[src/design/lrmnd_pkg.sv]
// ----------------------------------------------------------------------------
// lrmnd_pkg: shared types and constants
// Beat formats, configuration register codes and the register bank struct
// for the lidar recursive mean filter with near detection.
// ----------------------------------------------------------------------------
package lrmnd_pkg;

  // Field widths fixed by the beat formats.
  localparam int RANGE_W     = 16;
  localparam int INDEX_W     = 12;
  localparam int ANGLE_W     = 22;
  localparam int STEP_W      = 16;
  localparam int LENGTH_W    = 13;
  localparam int ACC_W       = 28;
  localparam int CFG_ADDR_W  = 5;
  localparam int CFG_DATA_W  = 32;
  localparam int REG_SEL_W   = 3;

  // Register reset values.
  localparam logic [LENGTH_W-1:0]       RST_SCAN_LENGTH    = 13'd720;
  localparam logic signed [ANGLE_W-1:0] RST_START_ANGLE    = 22'sd0;
  localparam logic signed [STEP_W-1:0]  RST_ANGLE_STEP     = 16'sd2048;
  localparam logic signed [ANGLE_W-1:0] RST_WINDOW_LOW     = 22'sd4096;
  localparam logic signed [ANGLE_W-1:0] RST_WINDOW_HIGH    = 22'sd6144;
  localparam logic [RANGE_W-1:0]        RST_NEAR_THRESHOLD = 16'd100;

  // Register index, taken from the word address.
  typedef enum logic [REG_SEL_W-1:0] {
    REG_SCAN_LENGTH    = 3'd0,
    REG_START_ANGLE    = 3'd1,
    REG_ANGLE_STEP     = 3'd2,
    REG_WINDOW_LOW     = 3'd3,
    REG_WINDOW_HIGH    = 3'd4,
    REG_NEAR_THRESHOLD = 3'd5
  } reg_sel_t;

  // Register bank contents as seen by the datapath.
  typedef struct packed {
    logic [LENGTH_W-1:0]       scan_length;
    logic signed [ANGLE_W-1:0] start_angle;
    logic signed [STEP_W-1:0]  angle_step;
    logic signed [ANGLE_W-1:0] window_low;
    logic signed [ANGLE_W-1:0] window_high;
    logic [RANGE_W-1:0]        near_threshold;
  } lrmnd_cfg_t;

  // Input beat: one range sample.
  typedef struct packed {
    logic [RANGE_W-1:0] range_mm;
  } in_beat_t;

  // Result beat.
  typedef struct packed {
    logic [INDEX_W-1:0] sample_index;
    logic [RANGE_W-1:0] filtered_mm;
    logic               obstacle;
  } out_beat_t;

endpackage

[src/design/lrmnd_stream_if.sv]
// ----------------------------------------------------------------------------
// lrmnd_stream_if: valid/ready stream channel
// Carries one payload beat per handshake; a beat moves when valid and ready
// are both high at a rising clock edge.
// ----------------------------------------------------------------------------
interface lrmnd_stream_if #(
  parameter type payload_t = logic
);
  logic     valid;
  logic     ready;
  payload_t payload;

  modport source (output valid, output payload, input ready);
  modport sink   (input valid, input payload, output ready);
endinterface

[src/design/lidar_recursive_mean_near_detect.sv]
// ----------------------------------------------------------------------------
// lidar_recursive_mean_near_detect: recursive mean filter with near detection
// Filters the range samples of a lidar scan with a ten point recursive mean,
// tracks the sample angle and flags near obstacles inside an angle window.
//
// Channel   Direction  Beat contents
// in_s      in         range_mm
// out_s     out        sample_index, filtered_mm, obstacle
// APB       in/out     six configuration registers at byte address 4*i
//
// One sample is accepted every cycle unless a stalled result is held; its
// result, if any, is registered and shows on out_s in the following cycle.
// The history sum and reciprocal multiply for the mean are combinational.
// Reset (rst_n low, synchronous) empties the history, zeroes the sample index
// and loads the register reset values. A stalled result blocks only while it
// is still held; in_s.ready stays high whenever out_s can take the next beat.
// ----------------------------------------------------------------------------
module lidar_recursive_mean_near_detect
  import lrmnd_pkg::*;
#(
  parameter int HISTORY_TAPS = 9,
  parameter int MAX_SAMPLES  = 4096
) (
  input  logic                  clk,
  input  logic                  rst_n,
  lrmnd_stream_if.sink          in_s,
  lrmnd_stream_if.source        out_s,
  input  logic                  psel,
  input  logic                  penable,
  input  logic                  pwrite,
  input  logic [CFG_ADDR_W-1:0] paddr,
  input  logic [CFG_DATA_W-1:0] pwdata,
  output logic [CFG_DATA_W-1:0] prdata,
  output logic                  pready
);

  // History depth: the mean taps plus two more cells.
  localparam int CELLS   = HISTORY_TAPS + 2;
  localparam int DIV_N   = HISTORY_TAPS + 1;
  localparam int SUM_W   = RANGE_W + $clog2(DIV_N);
  localparam int SHIFT   = SUM_W + $clog2(DIV_N);
  localparam int PROD_W  = 2 * SUM_W + 1;
  // Rounded-up reciprocal; exact for every sum below 2**SUM_W.
  localparam longint unsigned RECIP_L = ((64'd1 << SHIFT) + DIV_N - 1) / DIV_N;
  localparam logic [SUM_W:0]  RECIP   = RECIP_L[SUM_W:0];
  localparam int IDX_W   = $clog2(MAX_SAMPLES);
  localparam int CNT_W   = $clog2(MAX_SAMPLES + 1);
  localparam int CMP_W   = (CNT_W > LENGTH_W) ? CNT_W : LENGTH_W;
  localparam logic [CMP_W-1:0] MAX_LEN = CMP_W'(MAX_SAMPLES);

  lrmnd_cfg_t cfg;

  logic [RANGE_W-1:0]      tap_q [CELLS];
  logic [SUM_W-1:0]        sum_r;
  logic [SUM_W-1:0]        sum_nxt;
  logic [IDX_W-1:0]        idx_r;
  logic [IDX_W-1:0]        idx_nxt;
  logic signed [ACC_W-1:0] acc_r;
  logic signed [ACC_W-1:0] acc_nxt;
  logic                    out_valid_r;
  logic                    out_valid_nxt;
  out_beat_t               out_beat_r;
  out_beat_t               out_beat_nxt;

  logic                    in_ready;
  logic                    in_fire;
  logic [SUM_W-1:0]        total;
  logic [PROD_W-1:0]       prod;
  logic [RANGE_W-1:0]      filt;
  logic                    near;
  logic signed [ACC_W-1:0] angle_cur;
  logic signed [ACC_W-1:0] win_lo;
  logic signed [ACC_W-1:0] win_hi;
  logic                    in_window;
  logic [CMP_W-1:0]        len_raw;
  logic [CMP_W-1:0]        len_eff;
  logic [CMP_W-1:0]        idx_inc;
  logic                    scan_end;

  // Register bank.
  lrmnd_regs u_regs (
    .clk     (clk),
    .rst_n   (rst_n),
    .psel    (psel),
    .penable (penable),
    .pwrite  (pwrite),
    .paddr   (paddr),
    .pwdata  (pwdata),
    .prdata  (prdata),
    .pready  (pready),
    .cfg     (cfg)
  );

  // Handshake: take a sample whenever the result register is free or drains.
  assign in_ready   = !out_valid_r || out_s.ready;
  assign in_fire    = in_s.valid && in_ready;
  assign in_s.ready = in_ready;

  // Chain of history cells, newest value in cell zero.
  for (genvar k = 0; k < CELLS; k++) begin : g_cell
    lrmnd_cell u_cell (
      .clk   (clk),
      .rst_n (rst_n),
      .shift (in_fire),
      .clear (in_fire && scan_end),
      .d_in  ((k == 0) ? filt : tap_q[(k == 0) ? 0 : k - 1]),
      .q     (tap_q[k])
    );
  end

  // Mean: the running sum of the mean taps plus the new sample, times the
  // reciprocal of the mean taps plus one.
  assign total = sum_r + SUM_W'(in_s.payload.range_mm);
  assign prod  = PROD_W'(total) * PROD_W'(RECIP);
  assign filt  = prod[SHIFT +: RANGE_W];

  // Keep the running sum in step with the cells: add the new value and drop
  // the one that leaves the mean taps.
  assign sum_nxt = sum_r + SUM_W'(filt) - SUM_W'(tap_q[HISTORY_TAPS-1]);

  // Near test over this value and the two before it.
  assign near = (filt < cfg.near_threshold) && (tap_q[0] < cfg.near_threshold) &&
                (tap_q[1] < cfg.near_threshold);

  // Sample angle and window check.
  assign angle_cur = (idx_r == '0) ? ACC_W'(cfg.start_angle) : acc_r;
  assign acc_nxt   = angle_cur + ACC_W'(cfg.angle_step);
  assign win_lo    = ACC_W'(cfg.window_low);
  assign win_hi    = ACC_W'(cfg.window_high);
  assign in_window = (angle_cur >= win_lo) && (angle_cur <= win_hi);

  // Effective scan length, at least one and at most the sample limit.
  assign len_raw = CMP_W'(cfg.scan_length);
  always_comb begin
    priority if (len_raw == '0) begin
      len_eff = CMP_W'(1);
    end else if (len_raw > MAX_LEN) begin
      len_eff = MAX_LEN;
    end else begin
      len_eff = len_raw;
    end
  end

  assign idx_inc  = CMP_W'(idx_r) + CMP_W'(1);
  assign scan_end = (idx_inc >= len_eff);
  assign idx_nxt  = scan_end ? '0 : idx_inc[IDX_W-1:0];

  // Result register next state.
  always_comb begin
    out_valid_nxt = out_valid_r;
    out_beat_nxt  = out_beat_r;
    if (in_fire) begin
      out_valid_nxt = in_window;
      out_beat_nxt.sample_index = INDEX_W'(idx_r);
      out_beat_nxt.filtered_mm  = filt;
      out_beat_nxt.obstacle     = near;
    end else if (out_s.ready) begin
      out_valid_nxt = 1'b0;
    end
  end

  // Control and sample state.
  always_ff @(posedge clk) begin
    if (!rst_n) begin
      sum_r       <= '0;
      idx_r       <= '0;
      acc_r       <= '0;
      out_valid_r <= 1'b0;
    end else begin
      out_valid_r <= out_valid_nxt;
      if (in_fire) begin
        sum_r <= scan_end ? '0 : sum_nxt;
        idx_r <= idx_nxt;
        acc_r <= acc_nxt;
      end
    end
  end

  // Result payload.
  always_ff @(posedge clk) begin
    out_beat_r <= out_beat_nxt;
  end

  assign out_s.valid   = out_valid_r;
  assign out_s.payload = out_beat_r;

endmodule

[src/design/lrmnd_cell.sv]
// ----------------------------------------------------------------------------
// lrmnd_cell: one history cell
// Holds one past filtered value and passes it to the next cell on each
// accepted sample; cleared at reset and at the end of each scan.
// ----------------------------------------------------------------------------
module lrmnd_cell
  import lrmnd_pkg::*;
(
  input  logic               clk,
  input  logic               rst_n,
  input  logic               shift,
  input  logic               clear,
  input  logic [RANGE_W-1:0] d_in,
  output logic [RANGE_W-1:0] q
);

  logic [RANGE_W-1:0] val_r;
  logic [RANGE_W-1:0] val_nxt;

  // Clearing wins over shifting, so a new scan starts from an empty history.
  always_comb begin
    val_nxt = val_r;
    if (clear) begin
      val_nxt = '0;
    end else if (shift) begin
      val_nxt = d_in;
    end
  end

  always_ff @(posedge clk) begin
    if (!rst_n) begin
      val_r <= '0;
    end else begin
      val_r <= val_nxt;
    end
  end

  assign q = val_r;

endmodule

[src/design/lrmnd_regs.sv]
// ----------------------------------------------------------------------------
// lrmnd_regs: configuration register bank
// APB-style write and read access to the six configuration registers, one
// per 32-bit word.
// ----------------------------------------------------------------------------
module lrmnd_regs
  import lrmnd_pkg::*;
(
  input  logic                  clk,
  input  logic                  rst_n,
  input  logic                  psel,
  input  logic                  penable,
  input  logic                  pwrite,
  input  logic [CFG_ADDR_W-1:0] paddr,
  input  logic [CFG_DATA_W-1:0] pwdata,
  output logic [CFG_DATA_W-1:0] prdata,
  output logic                  pready,
  output lrmnd_cfg_t            cfg
);

  lrmnd_cfg_t cfg_r;
  lrmnd_cfg_t cfg_nxt;
  reg_sel_t   sel;
  logic       wr_en;

  assign pready = 1'b1;
  assign sel    = reg_sel_t'(paddr[CFG_ADDR_W-1:2]);
  assign wr_en  = psel && penable && pwrite && pready;

  // Write decode; words past the last register are ignored.
  always_comb begin
    cfg_nxt = cfg_r;
    if (wr_en) begin
      unique case (sel)
        REG_SCAN_LENGTH:    cfg_nxt.scan_length    = pwdata[LENGTH_W-1:0];
        REG_START_ANGLE:    cfg_nxt.start_angle    = pwdata[ANGLE_W-1:0];
        REG_ANGLE_STEP:     cfg_nxt.angle_step     = pwdata[STEP_W-1:0];
        REG_WINDOW_LOW:     cfg_nxt.window_low     = pwdata[ANGLE_W-1:0];
        REG_WINDOW_HIGH:    cfg_nxt.window_high    = pwdata[ANGLE_W-1:0];
        REG_NEAR_THRESHOLD: cfg_nxt.near_threshold = pwdata[RANGE_W-1:0];
        default:            cfg_nxt = cfg_r;
      endcase
    end
  end

  always_ff @(posedge clk) begin
    if (!rst_n) begin
      cfg_r.scan_length    <= RST_SCAN_LENGTH;
      cfg_r.start_angle    <= RST_START_ANGLE;
      cfg_r.angle_step     <= RST_ANGLE_STEP;
      cfg_r.window_low     <= RST_WINDOW_LOW;
      cfg_r.window_high    <= RST_WINDOW_HIGH;
      cfg_r.near_threshold <= RST_NEAR_THRESHOLD;
    end else begin
      cfg_r <= cfg_nxt;
    end
  end

  // Read back the raw register bits, zero extended.
  always_comb begin
    unique case (sel)
      REG_SCAN_LENGTH:    prdata = CFG_DATA_W'(cfg_r.scan_length);
      REG_START_ANGLE:    prdata = CFG_DATA_W'(unsigned'(cfg_r.start_angle));
      REG_ANGLE_STEP:     prdata = CFG_DATA_W'(unsigned'(cfg_r.angle_step));
      REG_WINDOW_LOW:     prdata = CFG_DATA_W'(unsigned'(cfg_r.window_low));
      REG_WINDOW_HIGH:    prdata = CFG_DATA_W'(unsigned'(cfg_r.window_high));
      REG_NEAR_THRESHOLD: prdata = CFG_DATA_W'(cfg_r.near_threshold);
      default:            prdata = '0;
    endcase
  end

  assign cfg = cfg_r;

endmodule

[src/flat_wrapper.sv]
// flat-port wrapper written by rule: the top's interface ports become plain ports
module lidar_recursive_mean_near_detect_flat import lrmnd_pkg::*;
#(
  parameter int HISTORY_TAPS = 9,
  parameter int MAX_SAMPLES  = 4096
)
  (clk, rst_n, psel, penable, pwrite, paddr, pwdata, prdata, pready, in_s_valid, in_s_payload, in_s_ready, out_s_valid, out_s_payload, out_s_ready);
  lrmnd_stream_if #(.payload_t(in_beat_t)) in_s_i ();
  lrmnd_stream_if #(.payload_t(out_beat_t)) out_s_i ();
  input  logic clk;
  input  logic rst_n;
  input  logic psel;
  input  logic penable;
  input  logic pwrite;
  input  logic [CFG_ADDR_W-1:0] paddr;
  input  logic [CFG_DATA_W-1:0] pwdata;
  output logic [CFG_DATA_W-1:0] prdata;
  output logic pready;
  input wire logic [$bits(in_s_i.valid)-1:0] in_s_valid;
  input wire logic [$bits(in_s_i.payload)-1:0] in_s_payload;
  output wire logic [$bits(in_s_i.ready)-1:0] in_s_ready;
  output wire logic [$bits(out_s_i.valid)-1:0] out_s_valid;
  output wire logic [$bits(out_s_i.payload)-1:0] out_s_payload;
  input wire logic [$bits(out_s_i.ready)-1:0] out_s_ready;
  assign in_s_i.valid = in_s_valid;
  assign in_s_i.payload = in_s_payload;
  assign in_s_ready = in_s_i.ready;
  assign out_s_valid = out_s_i.valid;
  assign out_s_payload = out_s_i.payload;
  assign out_s_i.ready = out_s_ready;
  lidar_recursive_mean_near_detect #(.HISTORY_TAPS(HISTORY_TAPS), .MAX_SAMPLES(MAX_SAMPLES)) u_core (.clk(clk), .rst_n(rst_n), .in_s(in_s_i), .out_s(out_s_i), .psel(psel), .penable(penable), .pwrite(pwrite), .paddr(paddr), .pwdata(pwdata), .prdata(prdata), .pready(pready));
endmodule
[config.mk]
export PLATFORM = sky130hd
export DESIGN_NAME = lidar_recursive_mean_near_detect_flat
export DESIGN_NICKNAME = d
export VERILOG_FILES = /design/src/design/lrmnd_pkg.sv /design/src/design/lrmnd_stream_if.sv /design/src/design/lidar_recursive_mean_near_detect.sv /design/src/design/lrmnd_cell.sv /design/src/design/lrmnd_regs.sv /design/src/flat_wrapper.sv
export SDC_FILE = /design/constraint.sdc
export NUM_CORES = 1
export LEC_CHECK = 0
export BUFFER_PORTS_ARGS = -buffer_cell sky130_fd_sc_hd__buf_2
export CAP_MARGIN = 25
export CORE_ASPECT_RATIO = 1.5
export CORE_MARGIN = 3
export CORE_UTILIZATION = 60
export CTS_CLUSTER_SIZE = 12
export DETAILED_ROUTE_END_ITERATION = 8
export GPL_ROUTABILITY_DRIVEN = 1
export PLACE_DENSITY = 0.78
export SYNTH_ARGS = -nofsm -noshare
export SYNTH_HDL_FRONTEND = slang
export SYNTH_SLANG_ARGS = --single-unit
[constraint.sdc]
create_clock -name clk -period 13.25 [get_ports clk]
set_input_delay 0 -clock clk [delete_from_list [all_inputs] [get_ports clk]]
set_output_delay 0 -clock clk [all_outputs]
set_load 0.005 [all_outputs]
# Word-level counts from Yosys, hierarchy flattened
# Index checks and enable logic that the tools add are counted.
[classes]
div = 0
magnitude_cmp = 7
n_addsub = 5
shift = 0
mul = 1
n_eq_ne = 5
n_bitwise = 1
n_mux = 8
n_reduce_logical = 20
[op_table]
columns = ["cell", "count"]
rows = [
  ["$pmux 22 s6", 1],
  ["$lt 16x16->1", 3],
  ["$add 20x16->20", 2],
  ["$mul 20x20->39 const B", 1],
  ["$add 28x16->28", 1],
  ["$ge 28x22->1", 1],
  ["$le 28x22->1", 1],
  ["$mux 28", 1],
  ["$mux 13", 2],
  ["$mux 20", 1],
  ["$sub 20x16->20", 1],
  ["$add 12x1->13 const B", 1],
  ["$ge 13x13->1", 1],
  ["$gt 13x13->1 const B", 1],
  ["$logic_not 13->1", 1],
  ["$logic_not 12->1", 1],
  ["$mux 12", 1],
  ["$reduce_and 2->1", 6],
  ["$logic_and 1x1->1", 7],
  ["$eq 3x2->1 const B", 2],
  ["$eq 3x3->1 const B", 2],
  ["$eq 3x1->1 const B", 1],
  ["$logic_not 3->1", 1],
  ["$mux 1", 2],
  ["5 further kinds", 5],
]
[totals]
out_inout_bits = 64
latch_bits = 0
romBits = 0
elab_cells = 69
n_memories = 0
ram_bits = 0
register_bits = 345
input_bits = 60

# Logic depth before layout (Yosys ltp)
[logic_depth]
ltp_word = 6
ltp_mapped = 47
depth_no_buf = 46

# Modules after synthesis
# Synthesis repeated with hierarchy kept, for this count alone.
[hier_totals]
cells_unflattened = 2839
area_unflattened_um2 = 27179.8
[by_module_without_submodules]
columns = ["mod", "instances", "area_each_um2", "cells_each", "seq_area_each_um2"]
rows = [
  ["lidar_recursive_mean_near_detect", 1, 16726.0, 1841, 2092.0],
  ["lrmnd_cell", 9, 594.3, 53, 320.3],
  ["lrmnd_regs", 1, 5104.9, 521, 2222.1],
]

# Least setup slack after synthesis
# No wires, ideal clock.
[synth_timing]
path_kind = "register to register"
startpoint = "register u_core.sum_r[3]"
endpoint = "register u_core.sum_r[19]"
t_arrival_ns = 9.768
period_less_slack_ns = 9.901
path_buffers = 1
required_time_ns = 13.118
path_stages_with_launch = 44
slack_ns = 3.349
setup_ns = 0.132
path_cell_list = "dfxtp_1 ha_1 and3_1 a21oi_1 a31oi_1 o21a_1 o31a_1 o21ai_0 a31o_2 o21ai_0 xnor2_1 inv_1 ha_1 fa_1 ha_1 inv_1 fa_1 inv_1 (+8 left out) a21oi_1 a21oi_1 o31a_1 o21ai_4 a21oi_1 nor2_1 xnor2_1 fa_1 ha_1 clkbuf_1 a211o_1 a211oi_1 o21ai_0 a221o_1 mux2i_1 a211oi_1 a41oi_1 a21oi_1"
[synth_via]
elab_chain_cells = 5
[synth_lines]
columns = ["element", "line", "text"]
rows = [
  ["from (decl)", "lidar_recursive_mean_near_detect.sv:54", "logic [SUM_W-1:0] sum_r;"],
  ["from (signal assigned)", "lidar_recursive_mean_near_detect.sv:172", "sum_r <= scan_end ? '0 : sum_nxt;"],
  ["$add 20x16->20", "lidar_recursive_mean_near_detect.sv:113", "assign total = sum_r + SUM_W'(in_s.payload.range_mm);"],
  ["$mul 20x20->39", "lidar_recursive_mean_near_detect.sv:114", "assign prod = PROD_W'(total) * PROD_W'(RECIP);"],
  ["named net u_core.g_cell[0].u_cell.d_in[10]", "lrmnd_cell.sv:13", "input logic [RANGE_W-1:0] d_in,"],
  ["$add 20x16->20", "lidar_recursive_mean_near_detect.sv:119", "assign sum_nxt = sum_r + SUM_W'(filt) - SUM_W'(tap_q[HISTORY_TAPS-1]);"],
  ["$sub 20x16->20", "lidar_recursive_mean_near_detect.sv:119", ""],
  ["$mux 20", "lidar_recursive_mean_near_detect.sv:172", ""],
]
# The timed path passes the listed nets, and every way through them passes these cells.
# A chain may end at the register's enable or synchronous reset.

# Final worst setup path
[layout_timing]
startpoint = "register u_core.sum_r[0]"
endpoint = "register u_core.sum_r[19]"
# The elaborated chain is that of the path after synthesis.

==> results by group <==
Cells and area
  • Area growth from synthesis to layout: 8.88%
  • Ratio of cells with drive above 1 in the final layout: 6.31%
  • Total number of nets in the final design: 3831
  • Filler Cell Count: 3642
  • Final instance area: 28800 sq um
  • Commonest cells after routing, fill and taps aside: sky130_fd_sc_hd__nand2_1 (682), sky130_fd_sc_hd__ha_1 (375), sky130_fd_sc_hd__a21oi_1 (362)
  • Most common library cell in the layout ignoring fill and taps: sky130_fd_sc_hd__nand2_1

Setup path
  • CP Launch Point: u_core.sum_r[0]
  • Reg2Reg Launch Point: u_core.sum_r[0]
  • Critical Setup Path Class: flop to flop
  • Largest fanout on the critical path: 9
  • Kind of end point of the critical path: flop
  • Max stage delay on crit path: 0.68 ns
  • CP Data Required Time: 13.65 ns
  • Worst path arrival time: 12.23 ns
  • Max stage delay cell, worst path: sky130_fd_sc_hd__nor2b_1
  • Register-to-register path setup slack: 1.42 ns
  • Setup crit start kind: flop

Clocking
  • Number of buffers inserted during clock tree synthesis: 37
  • Number of gates resized after CTS: 0
  • Max Root-Sink Buffers: 3
  • CTS hold repair buffers: 24
  • Clock slew at reported path FFs: 0.06 ns
  • CTS root buf: sky130_fd_sc_hd__clkbuf_16
  • Clock tree from TritonCTS: done
  • Sinks on Clock Net: 345
  • Latest clock arrival within the worst-skew pair: 0.56 ns
  • Postcts setup bufs: 0
  • H-tree level count: 2

Global route
  • Tot GR Track Use: 31.6%
  • Aggregate global routing overflow: 0
  • Largest net degree at the start of global routing: 208
  • Antenna violations before repair: 1
  • Global-route wire length before repair: 119000 um
  • Number of global-route vias before repair: 23000

Detailed routing
  • Vias per Instance: 5.92
  • Routed wire length per instance: 19.3 um
  • Total DRC errors in the routed layout: 0
  • Violation count after the first detailed-routing iteration: 1623
  • DRT Pass-1 Iters: 5
  • Number of nets still failing antenna checks after routing: 0
  • WL final: 74100 um
  • Vias after detailed routing: 22700

STA
  • Total negative slack for setup checks: 0 ns
  • Final setup skew: 0.0182 ns
  • Slew @ Worst Pin: 0.994 ns
  • Setup repair after global routing missed its margin: false
  • Number of slew-limit violations in the final report: 0
  • Max Fclk: 84.5 MHz
  • Setup Viol. Count Final: 0
  • Final clock period utilization by the worst path: 89.3%
  • Fin crit period: 11.83 ns
  • Max-Slew Margin vs Limit: 33.2%
  • Final hold violations: 0

Worst hold path
  • Worst hold path type: primary input to flop
  • Worst hold path startpoint: out_s_ready

Die
  • Row Count: 93
  • Die Footprint: 46600 sq um
  • Number of primary I/O pins: 124
  • Initial Utilization: 61.0%
  • Die Wd: 177 um
  • Die extent in y: 263 um
  • Std-Cell Core Area: 43300 sq um

Logic synthesis
  • Area share of the largest cell type after synthesis: 23.9%
  • Post-synthesis average cell area: 8.30 sq um
  • Sequential area share after synthesis: 27.2%
  • Ranking of synthesized cells by area: sky130_fd_sc_hd__dfxtp_1 (24%), sky130_fd_sc_hd__ha_1 (18%), sky130_fd_sc_hd__fa_1 (12%), sky130_fd_sc_hd__nand2_1 (9.7%), sky130_fd_sc_hd__a21oi_1 (6.9%)
  • Area leader, netlist: sky130_fd_sc_hd__dfxtp_1
  • Number of enable-type register cells in the synthesized netlist: 29
  • Instance count of the mapped netlist: 3184
  • Synth async-reset ratio: 0%
  • Count of cell types in the netlist: 70
  • FF+latch count, synth: 345
  • Main synth FF type: sky130_fd_sc_hd__dfxtp_1
  • Yosys Warn Count: 0
  • Netlist Area Pre-Place: 26400 sq um

Run status
  • Status: completed

Place
  • Dpl hpwl: 56600 um
  • Placer Congestion: 0.982
  • Placed Area: 27400 sq um
  • Port bufs: 100

Flow run
  • Number of max-cap violations: 0
per-layer routing:
layer / global-route usage (%) / up-vias / part of all wire, %
met5: 0 / - / 0
met4: 20.9 / 0 / 7.7
met3: 3.97 / 268 / 5.1
met2: 55.1 / 824 / 50
met1: 35.9 / 10800 / 37
li1: - / 10800 / -
registers in the layout, indices dropped and copies added (netlist names):
register,flops
u_core.acc_r,28
u_core.g_cell.u_cell.q,144
u_core.idx_r,12
u_core.out_s.payload,29
u_core.out_s.valid,1
u_core.sum_r,20
u_core.u_regs.cfg,111
per-stage QoR:
step	utilization, %	hold WS [ns]	std cells	setup WS, ns
6_report	66.5	0.0747	3835	1.42
5_1_grt	66.4	0.0924	3833	0.696
4_1_cts	66.4	0.0388	3831	1.44
3_5_place_dp	63.2	0.267	3749	1.48
3_3_place_gp	63.2	0.262	3748	1.67
2_1_floorplan	-	0.124	3193	3.35
synthesized netlist by cell type, types with 30 or more instances:
master and instances:
sky130_fd_sc_hd__nand2_1 683, sky130_fd_sc_hd__ha_1 375, sky130_fd_sc_hd__a21oi_1 362, sky130_fd_sc_hd__inv_1 333
sky130_fd_sc_hd__dfxtp_1 316, sky130_fd_sc_hd__fa_1 152, sky130_fd_sc_hd__clkbuf_1 123, sky130_fd_sc_hd__nor2_1 97
sky130_fd_sc_hd__o21ai_0 77, sky130_fd_sc_hd__xnor2_1 68, sky130_fd_sc_hd__a21o_1 67, sky130_fd_sc_hd__nand3_1 63
sky130_fd_sc_hd__mux2i_1 35, sky130_fd_sc_hd__nor3_1 34, sky130_fd_sc_hd__nand4_1 32, sky130_fd_sc_hd__xor2_1 30
final cells by class:
type,instances,area [sq um],share of cell area [%]
flip-flops and latches,345,7200,25.0
multi-input cells,2371,17400,60.7
well taps,570,713,2.48
clock buffers,52,1060,3.67
diodes,2,5.00,0.0174
repair buffers,154,1000,3.48
inverters,335,1260,4.40
clock inverters,6,81.3,0.283
logic make-up after synthesis:
group                    share of synthesized area (%)
other                                           0.0284
AND/OR/NAND/NOR                                   16.7
XOR/XNOR                                          3.25
buffers and inverters                             6.93
flip-flops                                        27.2
multiplexers                                      1.62
AO/OA/AOI/OAI                                     15.0
adder cells (fa/ha/maj)                           29.3
critical path: cells and delay by family (launching register included):
kind,cells,cell delay (ns)
muxes,1,0.21
AOI/OAI and AO/OA,19,3.67
DFF,1,0.44
buffers and inverters,5,0.28
adders and majority gates,12,4.85
and+or+nand+nor,6,1.43
xor gates and xnor gates,2,0.80
final timing paths:
| check | to | cells after the start |
|---|---|---|
| max reg2reg | u_core.sum_r[19] | 45 |
| max | u_core.sum_r[19] | 45 |
| min | u_core.out_s.valid | 4 |
| min reg2reg | u_core.g_cell[5].u_cell.q[15] | 2 |
Power is left out: the tool's default activity adds up to more than one toggle a clock period on the data nets, which glitch-free logic cannot reach.
